$ cat src/rtl/lppe_pkg.sv
// shared types, constants and crc helper for the lidar point extractor
`default_nettype none
package lppe_pkg;

  localparam int STORE_DEPTH = 128;
  localparam int STORE_AW    = $clog2(STORE_DEPTH);
  localparam int QDEPTH      = 4;
  localparam int QAW         = $clog2(QDEPTH);

  localparam logic [7:0]  HDR_BYTE         = 8'h54;
  localparam logic [2:0]  VER_TYPE         = 3'd1;
  localparam logic [7:0]  CRC_POLY         = 8'h4D;
  localparam logic [6:0]  PLEN_BASE        = 7'd11;
  localparam logic [6:0]  MAX_PACKET_BYTES = 7'd104;
  localparam logic [12:0] MAX_SCAN_POINTS  = 13'd4096;
  localparam logic [12:0] LIMIT_RESET      = 13'd512;

  localparam logic KIND_POINT = 1'b0;
  localparam logic KIND_SCAN  = 1'b1;

  typedef struct packed {
    logic [7:0] data_byte;
    logic       end_of_burst;
  } in_item_t;

  typedef struct packed {
    logic        result_kind;
    logic [15:0] distance_mm;
    logic [15:0] angle_hundredths;
    logic [7:0]  signal_strength;
    logic [11:0] point_slot;
    logic        bank_id;
    logic [12:0] finished_count;
    logic        last_of_run;
  } result_t;

  typedef enum logic [4:0] {
    ST_IDLE, ST_HUNT_RD, ST_HUNT_CHK, ST_VER, ST_CRC, ST_CRC_CHK,
    ST_ST0, ST_ST1, ST_EN0, ST_EN1, ST_DIV, ST_DADJ,
    ST_PT, ST_D0, ST_D1, ST_D2, ST_PUSH, ST_NEXT, ST_FIN, ST_FLUSH
  } eng_state_t;

  // msb-first crc-8 over one byte
  function automatic logic [7:0] crc_byte(input logic [7:0] c, input logic [7:0] b);
    logic [7:0] v;
    v = c ^ b;
    for (int k = 0; k < 8; k++) begin
      v = v[7] ? ({v[6:0], 1'b0} ^ CRC_POLY) : {v[6:0], 1'b0};
    end
    return v;
  endfunction

endpackage
`default_nettype wire

$ cat src/rtl/lppe_ram.sv
// generic single write port ram with registered read
`default_nettype none
module lppe_ram #(
  parameter int WIDTH = 8,
  parameter int DEPTH = 128
) (
  input  wire logic                     clk,
  input  wire logic                     wr_en,
  input  wire logic [$clog2(DEPTH)-1:0] wr_addr,
  input  wire logic [WIDTH-1:0]         wr_data,
  input  wire logic [$clog2(DEPTH)-1:0] rd_addr,
  output logic      [WIDTH-1:0]         rd_data
);
  logic [WIDTH-1:0] mem [DEPTH];

  always_ff @(posedge clk) begin
    if (wr_en) begin
      mem[wr_addr] <= wr_data;
    end
    rd_data <= mem[rd_addr];
  end
endmodule
`default_nettype wire

$ cat src/rtl/lppe_front.sv
// input byte queue between the stream and the packet engine
`default_nettype none
module lppe_front import lppe_pkg::*; (
  input  wire logic     clk,
  input  wire logic     rst_n,
  input  wire logic     push,
  output logic          full,
  input  in_item_t      item_in,
  input  wire logic     pop,
  output logic          empty,
  output in_item_t      item_out
);
  in_item_t       q_r [QDEPTH];
  logic [QAW-1:0] wp_r, rp_r;
  logic [QAW:0]   cnt_r;
  logic           do_push, do_pop;

  assign full     = (cnt_r == (QAW+1)'(QDEPTH));
  assign empty    = (cnt_r == '0);
  assign item_out = q_r[rp_r];
  assign do_push  = push && !full;
  assign do_pop   = pop && !empty;

  always_ff @(posedge clk) begin
    if (do_push) begin
      q_r[wp_r] <= item_in;
    end
    if (!rst_n) begin
      wp_r  <= '0;
      rp_r  <= '0;
      cnt_r <= '0;
    end else begin
      if (do_push) wp_r <= wp_r + 1'b1;
      if (do_pop) rp_r <= rp_r + 1'b1;
      cnt_r <= cnt_r + (QAW+1)'(do_push) - (QAW+1)'(do_pop);
    end
  end
endmodule
`default_nettype wire

$ cat src/rtl/lppe_outq.sv
// result queue between the packet engine and the result port
`default_nettype none
module lppe_outq import lppe_pkg::*; (
  input  wire logic     clk,
  input  wire logic     rst_n,
  input  wire logic     push,
  output logic          full,
  input  result_t       res_in,
  input  wire logic     pop,
  output logic          empty,
  output result_t       res_out
);
  result_t        q_r [QDEPTH];
  logic [QAW-1:0] wp_r, rp_r;
  logic [QAW:0]   cnt_r;
  logic           do_push, do_pop;

  assign full    = (cnt_r == (QAW+1)'(QDEPTH));
  assign empty   = (cnt_r == '0);
  assign res_out = q_r[rp_r];
  assign do_push = push && !full;
  assign do_pop  = pop && !empty;

  always_ff @(posedge clk) begin
    if (do_push) begin
      q_r[wp_r] <= res_in;
    end
    if (!rst_n) begin
      wp_r  <= '0;
      rp_r  <= '0;
      cnt_r <= '0;
    end else begin
      if (do_push) wp_r <= wp_r + 1'b1;
      if (do_pop) rp_r <= rp_r + 1'b1;
      cnt_r <= cnt_r + (QAW+1)'(do_push) - (QAW+1)'(do_pop);
    end
  end
endmodule
`default_nettype wire

$ cat src/rtl/lppe_engine.sv
// packet engine: hunt, crc check, angle interpolation and bank bookkeeping
`default_nettype none
module lppe_engine import lppe_pkg::*; (
  input  wire logic        clk,
  input  wire logic        rst_n,
  input  wire logic        fe_empty,
  input  in_item_t         fe_item,
  output logic             fe_pop,
  input  wire logic        oq_full,
  output logic             oq_push,
  output result_t          oq_data,
  input  wire logic        cfg_we,
  input  wire logic [12:0] cfg_data
);
  eng_state_t state_r, state_nxt;
  logic [6:0]  base_r, base_nxt, len_r, len_nxt, i_r, i_nxt;
  logic [4:0]  npts_r, npts_nxt;
  logic [6:0]  plen_r, plen_nxt, k_r, k_nxt, pt_off_r, pt_off_nxt;
  logic [7:0]  crc_r, crc_nxt, end_lo_r, end_lo_nxt;
  logic [15:0] start_r, start_nxt, dist_r, dist_nxt;
  logic        neg_r, neg_nxt, eob_r, eob_nxt;
  logic [15:0] dquo_r, dquo_nxt;
  logic [5:0]  drem_r, drem_nxt;
  logic [3:0]  dcnt_r, dcnt_nxt;
  logic [16:0] qd_r, qd_nxt, q_r, q_nxt;
  logic [4:0]  rd_r, rd_nxt, r_r, r_nxt, n_r, n_nxt;
  logic        wbank_r, wbank_nxt;
  logic [12:0] cnt_r [2];
  logic [12:0] cnt_nxt [2];
  logic [12:0] limit_r;
  result_t     new_res_r, new_res_nxt, pend_r, pend_nxt;
  logic        is_scan_r, is_scan_nxt, pend_v_r, pend_v_nxt;

  logic                wr_en;
  logic [STORE_AW-1:0] wr_addr, rd_addr;
  logic [7:0]          wr_data, rdata;
  logic [6:0]          rd_off;

  logic [12:0] lim, cnt_cur;
  logic [4:0]  den;
  logic [6:0]  pl_w;
  logic [15:0] du;
  logic [5:0]  rem_sh, rsum;
  logic        carry;

  lppe_ram #(.WIDTH(8), .DEPTH(STORE_DEPTH)) u_store (
    .clk     (clk),
    .wr_en   (wr_en),
    .wr_addr (wr_addr),
    .wr_data (wr_data),
    .rd_addr (rd_addr),
    .rd_data (rdata)
  );

  assign rd_addr = base_r + rd_off;
  assign lim     = (limit_r > MAX_SCAN_POINTS) ? MAX_SCAN_POINTS : limit_r;
  assign cnt_cur = cnt_r[wbank_r];
  assign den     = npts_r - 5'd1;
  assign pl_w    = PLEN_BASE + {1'b0, rdata[4:0], 1'b0} + {2'b0, rdata[4:0]};
  assign du      = {rdata, end_lo_r} - start_r;
  assign rem_sh  = {drem_r[4:0], dquo_r[15]};
  assign rsum    = {1'b0, r_r} + {1'b0, rd_r};
  assign carry   = (rsum >= {1'b0, den});

  always_ff @(posedge clk) begin
    i_r       <= i_nxt;
    npts_r    <= npts_nxt;
    plen_r    <= plen_nxt;
    k_r       <= k_nxt;
    pt_off_r  <= pt_off_nxt;
    crc_r     <= crc_nxt;
    end_lo_r  <= end_lo_nxt;
    start_r   <= start_nxt;
    dist_r    <= dist_nxt;
    neg_r     <= neg_nxt;
    eob_r     <= eob_nxt;
    dquo_r    <= dquo_nxt;
    drem_r    <= drem_nxt;
    dcnt_r    <= dcnt_nxt;
    qd_r      <= qd_nxt;
    q_r       <= q_nxt;
    rd_r      <= rd_nxt;
    r_r       <= r_nxt;
    n_r       <= n_nxt;
    new_res_r <= new_res_nxt;
    is_scan_r <= is_scan_nxt;
    pend_r    <= pend_nxt;
    if (!rst_n) begin
      state_r  <= ST_IDLE;
      base_r   <= '0;
      len_r    <= '0;
      wbank_r  <= 1'b0;
      cnt_r[0] <= '0;
      cnt_r[1] <= '0;
      limit_r  <= LIMIT_RESET;
      pend_v_r <= 1'b0;
    end else begin
      state_r  <= state_nxt;
      base_r   <= base_nxt;
      len_r    <= len_nxt;
      wbank_r  <= wbank_nxt;
      cnt_r    <= cnt_nxt;
      pend_v_r <= pend_v_nxt;
      if (cfg_we) limit_r <= cfg_data;
    end
  end

  always_comb begin
    state_nxt   = state_r;
    base_nxt    = base_r;
    len_nxt     = len_r;
    i_nxt       = i_r;
    npts_nxt    = npts_r;
    plen_nxt    = plen_r;
    k_nxt       = k_r;
    pt_off_nxt  = pt_off_r;
    crc_nxt     = crc_r;
    end_lo_nxt  = end_lo_r;
    start_nxt   = start_r;
    dist_nxt    = dist_r;
    neg_nxt     = neg_r;
    eob_nxt     = eob_r;
    dquo_nxt    = dquo_r;
    drem_nxt    = drem_r;
    dcnt_nxt    = dcnt_r;
    qd_nxt      = qd_r;
    q_nxt       = q_r;
    rd_nxt      = rd_r;
    r_nxt       = r_r;
    n_nxt       = n_r;
    wbank_nxt   = wbank_r;
    cnt_nxt     = cnt_r;
    new_res_nxt = new_res_r;
    is_scan_nxt = is_scan_r;
    pend_nxt    = pend_r;
    pend_v_nxt  = pend_v_r;
    rd_off      = '0;
    wr_en       = 1'b0;
    wr_addr     = base_r + len_r;
    wr_data     = fe_item.data_byte;
    fe_pop      = 1'b0;
    oq_push     = 1'b0;
    oq_data     = pend_r;

    unique case (state_r)
      ST_IDLE: begin
        if (!fe_empty) begin
          fe_pop = 1'b1;
          wr_en  = 1'b1;
          if (len_r >= MAX_PACKET_BYTES) begin
            wr_addr = base_r;
            len_nxt = 7'd1;
          end else begin
            len_nxt = len_r + 7'd1;
          end
          eob_nxt   = fe_item.end_of_burst;
          i_nxt     = '0;
          state_nxt = ST_HUNT_RD;
        end
      end
      ST_HUNT_RD: begin
        rd_off = i_r;
        if (i_r >= len_r) begin
          len_nxt   = '0;
          state_nxt = ST_FIN;
        end else begin
          state_nxt = ST_HUNT_CHK;
        end
      end
      ST_HUNT_CHK: begin
        if (rdata != HDR_BYTE) begin
          i_nxt     = i_r + 7'd1;
          state_nxt = ST_HUNT_RD;
        end else if (({1'b0, i_r} + 8'd1) >= {1'b0, len_r}) begin
          // lone header at the end: keep it and wait
          base_nxt  = base_r + i_r;
          len_nxt   = len_r - i_r;
          state_nxt = ST_FIN;
        end else begin
          rd_off    = i_r + 7'd1;
          state_nxt = ST_VER;
        end
      end
      ST_VER: begin
        if (rdata[7:5] != VER_TYPE || pl_w > MAX_PACKET_BYTES) begin
          i_nxt     = i_r + 7'd1;
          state_nxt = ST_HUNT_RD;
        end else if (({1'b0, i_r} + {1'b0, pl_w}) > {1'b0, len_r}) begin
          base_nxt  = base_r + i_r;
          len_nxt   = len_r - i_r;
          state_nxt = ST_FIN;
        end else begin
          npts_nxt  = rdata[4:0];
          plen_nxt  = pl_w;
          crc_nxt   = '0;
          k_nxt     = '0;
          rd_off    = i_r;
          state_nxt = ST_CRC;
        end
      end
      ST_CRC: begin
        crc_nxt = crc_byte(crc_r, rdata);
        k_nxt   = k_r + 7'd1;
        if ((k_r + 7'd1) == (plen_r - 7'd1)) begin
          rd_off    = i_r + plen_r - 7'd1;
          state_nxt = ST_CRC_CHK;
        end else begin
          rd_off = i_r + k_r + 7'd1;
        end
      end
      ST_CRC_CHK: begin
        if (rdata != crc_r) begin
          // bad crc: replay from the byte after the header
          i_nxt     = i_r + 7'd1;
          state_nxt = ST_HUNT_RD;
        end else begin
          rd_off    = i_r + 7'd4;
          state_nxt = ST_ST0;
        end
      end
      ST_ST0: begin
        start_nxt[7:0] = rdata;
        rd_off         = i_r + 7'd5;
        state_nxt      = ST_ST1;
      end
      ST_ST1: begin
        start_nxt[15:8] = rdata;
        rd_off          = i_r + plen_r - 7'd5;
        state_nxt       = ST_EN0;
      end
      ST_EN0: begin
        end_lo_nxt = rdata;
        rd_off     = i_r + plen_r - 7'd4;
        state_nxt  = ST_EN1;
      end
      ST_EN1: begin
        neg_nxt    = du[15];
        dquo_nxt   = du[15] ? (~du + 16'd1) : du;
        drem_nxt   = '0;
        dcnt_nxt   = '0;
        qd_nxt     = '0;
        rd_nxt     = '0;
        q_nxt      = '0;
        r_nxt      = '0;
        n_nxt      = '0;
        pt_off_nxt = 7'd6;
        if (npts_r == 5'd0) begin
          i_nxt     = i_r + plen_r;
          state_nxt = ST_HUNT_RD;
        end else if (npts_r == 5'd1) begin
          state_nxt = ST_PT;
        end else begin
          state_nxt = ST_DIV;
        end
      end
      ST_DIV: begin
        // restoring divide of |end - start| by n - 1, one bit a cycle
        if (rem_sh >= {1'b0, den}) begin
          drem_nxt = rem_sh - {1'b0, den};
          dquo_nxt = {dquo_r[14:0], 1'b1};
        end else begin
          drem_nxt = rem_sh;
          dquo_nxt = {dquo_r[14:0], 1'b0};
        end
        dcnt_nxt = dcnt_r + 4'd1;
        if (dcnt_r == 4'd15) state_nxt = ST_DADJ;
      end
      ST_DADJ: begin
        // floor quotient and nonnegative remainder of the signed span
        if (neg_r && drem_r[4:0] != 5'd0) begin
          qd_nxt = 17'd0 - ({1'b0, dquo_r} + 17'd1);
          rd_nxt = den - drem_r[4:0];
        end else if (neg_r) begin
          qd_nxt = 17'd0 - {1'b0, dquo_r};
          rd_nxt = '0;
        end else begin
          qd_nxt = {1'b0, dquo_r};
          rd_nxt = drem_r[4:0];
        end
        state_nxt = ST_PT;
      end
      ST_PT: begin
        rd_off    = i_r + pt_off_r;
        state_nxt = ST_D0;
      end
      ST_D0: begin
        dist_nxt[7:0] = rdata;
        rd_off        = i_r + pt_off_r + 7'd1;
        state_nxt     = ST_D1;
      end
      ST_D1: begin
        dist_nxt[15:8] = rdata;
        rd_off         = i_r + pt_off_r + 7'd2;
        state_nxt      = ST_D2;
      end
      ST_D2: begin
        if (dist_r != 16'd0 && rdata != 8'd0 && cnt_cur < lim) begin
          new_res_nxt.result_kind      = KIND_POINT;
          new_res_nxt.distance_mm      = dist_r;
          new_res_nxt.angle_hundredths = start_r + q_r[15:0];
          new_res_nxt.signal_strength  = rdata;
          new_res_nxt.point_slot       = cnt_cur[11:0];
          new_res_nxt.bank_id          = wbank_r;
          new_res_nxt.finished_count   = '0;
          new_res_nxt.last_of_run      = 1'b0;
          cnt_nxt[wbank_r]             = cnt_cur + 13'd1;
          is_scan_nxt                  = 1'b0;
          state_nxt                    = ST_PUSH;
        end else begin
          state_nxt = ST_NEXT;
        end
      end
      ST_PUSH: begin
        // the held result goes out once a newer one exists behind it
        if (!pend_v_r || !oq_full) begin
          oq_push    = pend_v_r;
          pend_nxt   = new_res_r;
          pend_v_nxt = 1'b1;
          state_nxt  = is_scan_r ? ST_FLUSH : ST_NEXT;
        end
      end
      ST_NEXT: begin
        n_nxt      = n_r + 5'd1;
        pt_off_nxt = pt_off_r + 7'd3;
        r_nxt      = carry ? 5'(rsum - {1'b0, den}) : rsum[4:0];
        q_nxt      = q_r + qd_r + {16'd0, carry};
        if ((n_r + 5'd1) == npts_r) begin
          i_nxt     = i_r + plen_r;
          state_nxt = ST_HUNT_RD;
        end else begin
          state_nxt = ST_PT;
        end
      end
      ST_FIN: begin
        if (eob_r) begin
          len_nxt = '0;
          if (cnt_cur >= (lim >> 1)) begin
            new_res_nxt.result_kind      = KIND_SCAN;
            new_res_nxt.distance_mm      = '0;
            new_res_nxt.angle_hundredths = '0;
            new_res_nxt.signal_strength  = '0;
            new_res_nxt.point_slot       = '0;
            new_res_nxt.bank_id          = wbank_r;
            new_res_nxt.finished_count   = cnt_cur;
            new_res_nxt.last_of_run      = 1'b0;
            wbank_nxt                    = ~wbank_r;
            cnt_nxt[~wbank_r]            = '0;
            is_scan_nxt                  = 1'b1;
            state_nxt                    = ST_PUSH;
          end else begin
            state_nxt = ST_FLUSH;
          end
        end else begin
          state_nxt = ST_FLUSH;
        end
      end
      ST_FLUSH: begin
        oq_data.last_of_run = 1'b1;
        if (!pend_v_r) begin
          state_nxt = ST_IDLE;
        end else if (!oq_full) begin
          oq_push    = 1'b1;
          pend_v_nxt = 1'b0;
          state_nxt  = ST_IDLE;
        end
      end
      default: state_nxt = ST_IDLE;
    endcase
  end
endmodule
`default_nettype wire

$ cat src/rtl/lidar_packet_point_extractor.sv
// top level of the lidar packet point extractor
// Bytes of the lidar serial stream enter through push/full with end_of_burst
// on the last byte of a burst. Packets start with header 0x54, carry type 1
// and up to 31 points, and are checked with CRC-8 (poly 0x4D). Points of a
// good packet with nonzero distance and intensity come out on the result
// queue (empty/pop) with an interpolated angle and a slot in the active
// bank; at a burst end a scan-complete result may swap the banks.
// last_of_run marks the final result caused by one input beat.
// A byte that does not complete a packet is stored and the held bytes hunted;
// the completing byte adds a crc walk over the packet store, the angle fetch
// and step divider, and a fetch and test per point. A crc failure replays the
// held bytes. The engine pops the next byte only once it is back in idle.
// A 4 deep input queue and a 4 deep result queue plus one holding register
// decouple the engine; when the receiver stops popping, the engine waits and
// the input queue fills until full rises. Reset empties both queues, drops
// held bytes, selects bank 0 with both counts zero and sets scan_limit 512.
// The config beat is taken at any time but is meant for an idle block.
`default_nettype none
module lidar_packet_point_extractor import lppe_pkg::*; (
  input  wire logic        clk,
  input  wire logic        rst_n,
  input  wire logic        push,
  output logic             full,
  input  wire logic [7:0]  in_data_byte,
  input  wire logic        in_end_of_burst,
  output logic             empty,
  input  wire logic        pop,
  output logic             out_result_kind,
  output logic [15:0]      out_distance_mm,
  output logic [15:0]      out_angle_hundredths,
  output logic [7:0]       out_signal_strength,
  output logic [11:0]      out_point_slot,
  output logic             out_bank_id,
  output logic [12:0]      out_finished_count,
  output logic             out_last_of_run,
  input  wire logic        cfg_valid,
  output logic             cfg_ready,
  input  wire logic [12:0] cfg_scan_limit
);
  in_item_t in_item, fe_item;
  logic     fe_empty, fe_pop, oq_full, oq_push;
  result_t  oq_data, res;

  assign in_item.data_byte    = in_data_byte;
  assign in_item.end_of_burst = in_end_of_burst;
  assign cfg_ready            = 1'b1;

  lppe_front u_front (
    .clk      (clk),
    .rst_n    (rst_n),
    .push     (push),
    .full     (full),
    .item_in  (in_item),
    .pop      (fe_pop),
    .empty    (fe_empty),
    .item_out (fe_item)
  );

  lppe_engine u_engine (
    .clk      (clk),
    .rst_n    (rst_n),
    .fe_empty (fe_empty),
    .fe_item  (fe_item),
    .fe_pop   (fe_pop),
    .oq_full  (oq_full),
    .oq_push  (oq_push),
    .oq_data  (oq_data),
    .cfg_we   (cfg_valid),
    .cfg_data (cfg_scan_limit)
  );

  lppe_outq u_outq (
    .clk     (clk),
    .rst_n   (rst_n),
    .push    (oq_push),
    .full    (oq_full),
    .res_in  (oq_data),
    .pop     (pop),
    .empty   (empty),
    .res_out (res)
  );

  assign out_result_kind      = res.result_kind;
  assign out_distance_mm      = res.distance_mm;
  assign out_angle_hundredths = res.angle_hundredths;
  assign out_signal_strength  = res.signal_strength;
  assign out_point_slot       = res.point_slot;
  assign out_bank_id          = res.bank_id;
  assign out_finished_count   = res.finished_count;
  assign out_last_of_run      = res.last_of_run;
endmodule
`default_nettype wire

$ cat config.mk
export PLATFORM = sky130hd
export DESIGN_NAME = lidar_packet_point_extractor
export DESIGN_NICKNAME = d
export VERILOG_FILES = /design/src/rtl/lppe_pkg.sv /design/src/rtl/lppe_ram.sv /design/src/rtl/lppe_front.sv /design/src/rtl/lppe_outq.sv /design/src/rtl/lppe_engine.sv /design/src/rtl/lidar_packet_point_extractor.sv
export SDC_FILE = /design/constraint.sdc
export NUM_CORES = 2
export LEC_CHECK = 0
export CELL_PAD_IN_SITES_DETAIL_PLACEMENT = 1
export CELL_PAD_IN_SITES_GLOBAL_PLACEMENT = 1
export CORE_MARGIN = 5
export CORE_UTILIZATION = 40
export CTS_BUF_LIST = sky130_fd_sc_hd__clkbuf_8
export DETAILED_ROUTE_END_ITERATION = 10
export DONT_BUFFER_PORTS = 1
export PLACE_DENSITY_LB_ADDON = 0.1
export SYNTH_ARGS = -nofsm -noshare
export SYNTH_HDL_FRONTEND = slang
export SYNTH_HIERARCHICAL = 1
export SYNTH_SLANG_ARGS = --single-unit
$ cat constraint.sdc
create_clock -name clk -period 10.9 [get_ports clk]
set_input_delay 2.18 -clock clk [delete_from_list [all_inputs] [get_ports clk]]
set_output_delay 2.18 -clock clk [all_outputs]
set_load 0.02 [all_outputs]
; Yosys cells after proc, flatten, opt, wreduce, memory -nomap -nowiden
; Memories as Yosys holds them, arrays and structs flattened. A register that Yosys moved wholly into a read port is not among the register bits.
; Index checks and enable logic that the tools add are counted.
[classes]
addsub = 48
mul = 0
n_div = 0
n_lt_le_gt_ge = 14
n_eq_ne = 47
shifts = 0
n_mux = 124
bitwise = 18
n_reduce_logical = 43
[op_table]
columns = cell, count
row1 = 2-to-1 mux 7 bit, 37
row2 = 2-to-1 mux 68 bit, 3
row3 = case mux 68 bit (2 select lines), 1
row4 = case mux 5 bit (20 select lines), 1
row5 = 2-to-1 mux 5 bit, 16
row6 = 2-to-1 mux 13 bit, 6
row7 = 2-to-1 mux 26 bit, 3
row8 = case mux 7 bit (11 select lines), 1
row9 = case mux 17 bit (2 select lines), 2
row10 = case mux 26 bit (2 select lines), 1
row11 = adder 7 bit, 6
row12 = case mux 7 bit (2 select lines), 3
row13 = case mux 7 bit (6 select lines), 1
row14 = equality test 5 x 4 -> 1 bit (second input constant), 8
row15 = case mux 5 bit (2 select lines), 4
row16 = adder 7 x 1 -> 7 bit (second input constant), 5
row17 = case mux 7 bit (5 select lines), 1
row18 = 2-to-1 mux 17 bit, 2
row19 = NOT 4 bit, 8
row20 = case mux 16 bit (2 select lines), 1
row21 = != test 2 x 1 -> 1 bit (second input constant), 14
row22 = AND 26 bit, 1
row23 = bitwise mux 26 bit, 1
row24 = demux 13 bit (select 1 bit), 2
row25 = other kinds (80), 166
[word_totals]
reg_bits = 368
latch_bits = 0
ramBits = 1332
mem_bits_ro = 0
input_bits = 27
out_inout_bits = 71
wordCells = 349
n_memories = 3
[memory_table]
columns = memory, depth, width, read_ports, rd_clocked_by_memory_dff, wr, line_no
row1 = u_engine.u_store.mem, 128, 8, 1, 1, 1, lppe_ram.sv:14  ; logic [WIDTH-1:0] mem [DEPTH];
row2 = u_outq.q_r, 4, 68, 1, 1, 1, lppe_outq.sv:13  ; result_t q_r [QDEPTH];
row3 = u_front.q_r, 4, 9, 1, 1, 1, lppe_front.sv:13  ; in_item_t q_r [QDEPTH];

; Logic depth before layout (Yosys ltp)
[depth]
ltp_word = 18
mapped_depth = 34
mapped_depth_nobuf = 32

; Hierarchy
; The synthesis kept the hierarchy.
[by_module_without_submodules]
columns = module, n_inst, cells_each, area_per_inst_um2, seq_area_each_um2
row1 = lppe_ram, 1, 1635, 39665.5, 30909.6
row2 = lppe_engine, 1, 2078, 21510.6, 9879.5
row3 = lppe_outq, 1, 406, 10312.4, 8348.0
row4 = lppe_front, 1, 97, 1783.0, 1261.2
row5 = lidar_packet_point_extractor, 1, 2, 11.3, 0.0

; Worst setup path after synthesis
; No wires, ideal clock.
[synth_timing]
kind = reg-to-reg
start = register u_engine.u_store.rd_data[0], read port of u_engine.u_store.mem
end = register u_engine.u_store.rd_data[0], read port of u_engine.u_store.mem
setup_time_ps = 121
arrival_time_ps = 6980
t_required_ps = 10779
path_slack_ps = 3799
stages_incl_launch_ff = 32
n_path_buf = 2
period_less_slack_ps = 7101
cell_sequence = dfxtp_1 > inv_1 > ha_1 > inv_1 > ha_1 > xnor2_1 > inv_1 > ha_1 > nor2b_1 > o21ai_0 > nand2b_1 > a21o_1 > a21oi_1 > xnor2_1 > ha_1 > nand4_1 > o21ai_0 > o211ai_1 > o31a_1 > nor3_1 > nand2b_1 > a22oi_1 > nand2_1 > ha_1 > fa_1 > xor2_1 > buf_1 > buf_1 > mux4_2 > mux4_2 > mux4_2 > mux2_2
[synth_between]
word_cells_on_any_way = 14
classes_between = add/sub (4) / order compare (2) / eq/ne (2) / mux (5) / reduce/logical (1)
[synth_lines]
columns = item, line_no
row1 = "start, declared", lppe_ram.sv:12  ; output logic [WIDTH-1:0] rd_data
row2 = adder 7 x 5 -> 7 bit *, lppe_engine.sv:59  ; assign pl_w = PLEN_BASE + {1'b0, rdata[4:0], 1'b0} + {2'b0, rdata[4:0]};
row3 = net u_engine.pl_w[0], lppe_engine.sv:41  ; logic [6:0] pl_w;
row4 = adder 7 x 7 -> 8 bit, lppe_engine.sv:188  ; end else if (({1'b0, i_r} + {1'b0, pl_w}) > {1'b0, len_r}) begin
row5 = > comparator 8 x 7 -> 1 bit, lppe_engine.sv:188
row6 = 2-to-1 mux 7 bit, lppe_engine.sv:188
row7 = 2-to-1 mux 7 bit *, lppe_engine.sv:185  ; if (rdata[7:5] != VER_TYPE || pl_w > MAX_PACKET_BYTES) begin
row8 = case mux 7 bit (11 select lines) *, lppe_engine.sv:145  ; unique case (state_r)
row9 = adder 7 bit *, lppe_engine.sv:55  ; assign rd_addr = base_r + rd_off;
row10 = net u_engine.rd_addr[2], lppe_engine.sv:35  ; logic [STORE_AW-1:0] wr_addr, rd_addr;
; The timed path passes the listed nets; every way through them passes the cells marked *.
; A chain may end at the register's enable or synchronous reset.

; Worst setup path in the final report
[layout_timing]
start = register u_engine.u_store.rd_data[3], read port of u_engine.u_store.mem
end = register u_engine.u_store.rd_data[5], read port of u_engine.u_store.mem
[layout_between]
elab_chain_cells = 8
word_cells_on_any_way = 14
classes_between = add/sub (4) / order compare (2) / eq/ne (2) / mux (5) / reduce/logical (1)
[layout_rtl]
columns = item, line_no
row1 = adder 4 x 6 -> 7 bit, lppe_engine.sv:59
row2 = adder 7 x 5 -> 7 bit *, lppe_engine.sv:59
row3 = net u_engine.pl_w[4], lppe_engine.sv:41
row4 = adder 7 x 7 -> 8 bit, lppe_engine.sv:188
row5 = > comparator 8 x 7 -> 1 bit, lppe_engine.sv:188
row6 = 2-to-1 mux 7 bit, lppe_engine.sv:188
row7 = 2-to-1 mux 7 bit *, lppe_engine.sv:185
row8 = case mux 7 bit (11 select lines) *, lppe_engine.sv:145
row9 = adder 7 bit *, lppe_engine.sv:55
row10 = net u_engine.rd_addr[4], lppe_engine.sv:35
; Marked as above.

==> reports/qor.txt <==
status - complete, no violations
Port-buffer cells - 0
Comb power frac - 34.3%
routed length per instance - 26.7 um
Final GP Congestion - 0.814
DRC violations left - 0
Worst Skew - 76.4 ps
asr flop ratio synth - 0%
CTS tree - yes
crit path DAT - 9340 ps
area added between synthesis and finish - 12.0%
r2r endpoint - u_engine/u_store/rd_data[5]
layout cells sized above 1 - 20.2%
hold-critical path depth - 0
first-pass GRT wire length - 280000 um
Via density - 5.49
VDD IR max - 0.000170 V
Util after Layout - 44.9%
source of the worst hold timing path - u_engine/new_res_r[54]
row cnt - 157
H-tree depth - 5
Top Ports - 98
Top FF cell, synth - edfxtp_1
Slew HR - 16.4%
later-pin clock latency in the skew report - 1020 ps
Power Internal - 0.0137 W
register area - 50400 um2
number of synthesized flops with an enable pin - 1621
DRT Pass-1 Iters - 5
CP max stage delay - 740 ps
Overflow after GRT - 0
final WL - 189000 um
Reg power frac - 39.2%
Final setup violation count - 0
vias post-DR - 38926
R2R cell count - 30
hold crit path type - reg2reg
CTS sink count - 1707
clock share of power - 26.4%
Post-DRT Antenna Nets - 0
cell mode on critical path - ha_1
width of the chip - 438 um
Worst setup EP type - register
sw frac - 34.0%
clock buffer depth - 4
Slew Viols, Final - 0
Nets - 4718
post-synth cell types - 90
Worst-Margin Slew - 1240 ps
Die Y - 438 um
Endpoint, Worst Hold - u_engine/oq_data[54]
CP Data Required Time - 11780 ps
initial antenna violation count - 8
Mapped Area - 73300 um2
max frequency - 0.118 GHz
post-CTS setup buffer count - 0
Tcrit/Tclk final - 77.7%
max-cap viol count - 0
Max FO, Critical Path - 56
# hold bufs at CTS - 0
R2R Path Start - u_engine/u_store/rd_data[3]
startpoint class of the critical path - register
CP max stage cell - xnor2_2
Clock Pin Slew Worst Setup and Hold Paths - 60 ps
RSZ-0062 raised after global routing - false
commonest non-fill, non-tap cell in the layout - edfxtp_1
setup slack, reg-to-reg - 2430 ps
initial core utilization - 40.1%
area occupied by multi-input gates - 21800 um2
Power Density - 253 nW/um2
DP HPWL - 122000 um
minimum clock period - 8470 ps
Syn. warnings - 6
number of global-route vias before repair - 41044
Switch Pwr - 0.00707 W
final setup TNS - 0 ps
die area - 192000 um2
post-synthesis sequential element count - 1707
Setup Crit Path Kind - reg2reg
most frequent cells in the layout - 1621 x edfxtp_1, 405 x mux4_2, 368 x nor2_1, 323 x clkbuf_8, 235 x inv_1
Syn Nets - 4460
Pleak - 26.8 nW
cells after synthesis - 4218
CTS resizes - 0
Std-Cell Core Area - 183000 um2
largest net degree at the start of global routing - 112
Hold Fails Final Rpt - 0
Syn Area/Cell - 17.4 um2
CTS Root Cell - clkbuf_8
Starting DRT DRC Count - 2732
CTS buffer count - 312
register area share after synthesis - 68.8%
final hold slack - 404 ps
gr usage total - 19.6%
fillers - 17502
sequential cells by signal, indices dropped and copies added (netlist names), 13 cells and up, named ones only:
register / cells
u_engine/new_res_r: 67
u_front/q_r: 36
u_engine/q_r: 16
u_engine/oq_data: 67
u_engine/qd_r: 16
u_engine/u_store/mem: 1024
u_engine/cnt_r: 26
u_engine/limit_r: 13
u_engine/start_r: 16
u_outq/q_r: 272
u_engine/dist_r: 16
u_engine/dquo_r: 16
how the worst max path moves through the flow:
stage          slack, ps                          end  cells past startpoint                        start
5_1_grt             1850  u_engine/u_store/rd_data[5]                     31  u_engine/u_store/rd_data[1]
6_report            2430  u_engine/u_store/rd_data[5]                     30  u_engine/u_store/rd_data[3]
2_1_floorplan       3800  u_engine/u_store/rd_data[0]                     31  u_engine/u_store/rd_data[0]
4_1_cts             2400  u_engine/u_store/rd_data[5]                     30  u_engine/u_store/rd_data[2]
3_3_place_gp        2480  u_engine/u_store/rd_data[5]                     30  u_engine/u_store/rd_data[2]
3_5_place_dp        2420  u_engine/u_store/rd_data[5]                     29  u_engine/u_store/rd_data[2]
stage by stage:
stage	instance area (um2)	cells	setup slack, ps	power (W)
3_3_place_gp	76600	6547	2480	0.0154
4_1_cts	82100	7083	2400	0.0211
6_report	82100	7087	2430	0.0208
5_1_grt	82100	7086	1850	0.0219
3_5_place_dp	76600	6547	2420	0.0155
2_1_floorplan	73300	4218	3800	0.0131
synth_stat cells (11+ instances only):
| cell | instances | area share (%) |
|---|---|---|
| edfxtp_1 | 1621 | 66 |
| mux4_2 | 413 | 13 |
| nor2_1 | 369 | 1.9 |
| ha_1 | 197 | 3.4 |
| nand2_1 | 148 | 0.76 |
| inv_1 | 133 | 0.68 |
| a21oi_1 | 123 | 0.84 |
| xnor2_1 | 123 | 1.5 |
| o21ai_0 | 107 | 0.73 |
| clkbuf_1 | 95 | 0.49 |
| xor2_1 | 89 | 1.1 |
| dfxtp_1 | 86 | 2.3 |
| nor3_1 | 59 | 0.40 |
| nand3_1 | 55 | 0.38 |
| and2_1 | 50 | 0.43 |
| nor2b_1 | 45 | 0.38 |
| mux2i_1 | 44 | 0.60 |
| a21o_1 | 39 | 0.40 |
| buf_2 | 25 | 0.17 |
| buf_1 | 23 | 0.12 |
| nand2b_1 | 21 | 0.18 |
| a211oi_1 | 20 | 0.20 |
| fa_1 | 18 | 0.49 |
| buf_4 | 17 | 0.17 |
| o31ai_1 | 16 | 0.16 |
| a31oi_1 | 15 | 0.13 |
| and3_1 | 15 | 0.13 |
| nand4_1 | 15 | 0.13 |
| nor4_1 | 14 | 0.12 |
| o21bai_1 | 13 | 0.13 |
| mux2_2 | 11 | 0.17 |
| nor3b_1 | 11 | 0.11 |
| o211ai_1 | 11 | 0.11 |
| or3_1 | 11 | 0.094 |
critical path: cells and delay by family (launching register included):
| kind | cells | cell delay (ps) |
|---|---|---|
| xor gates and xnor gates | 3 | 1210 |
| and+or+nand+nor | 6 | 1400 |
| buffers and inverters | 4 | 890 |
| AOI/OAI and AO/OA | 8 | 1430 |
| DFF | 1 | 310 |
| adders and majority gates | 6 | 1670 |
| muxes | 3 | 1330 |
power groups by stage:
stage               sequential, W  combinational (W)  clock, W
floorplan                 0.00822            0.00490         0
global placement          0.00829            0.00716         0
detailed placement        0.00829            0.00720         0
CTS                       0.00816            0.00723   0.00571
global route              0.00818            0.00772   0.00603
finish                    0.00815            0.00713   0.00549
metal layers:
metal	share of wire, %	track usage, %
met4	2.9	6.19
met2	48	32.1
met1	44	26.7
met5	0.0069	0
met3	5.2	3.89
kinds of logic (layout without fill, tap and decap cells):
kind of cell             after synthesis  in the layout  share of synthesized area (%)
XOR/XNOR                             213            213                           2.57
other                                  1              5                        0.00512
AO/OA/AOI/OAI                        458            458                           4.05
buffers and inverters                300            780                           1.76
adder cells (fa/ha/maj)              215            215                           3.86
multiplexers                         469            469                           13.5
flip-flops                          1707           1707                           68.8
AND/OR/NAND/NOR                      855            855                           5.50
cell type report:
cell class,instances,area share (%)
Antenna cell,4,0.0122
Clock buffer,323,5.41
Clock inverter,213,1.27
Inverter,134,0.613
Multi-Input combinational cell,2211,26.5
Sequential cell,1707,61.4
Tap cell,2385,3.63
Timing Repair Buffer,110,1.16
Power figures use the tool's default switching activity.
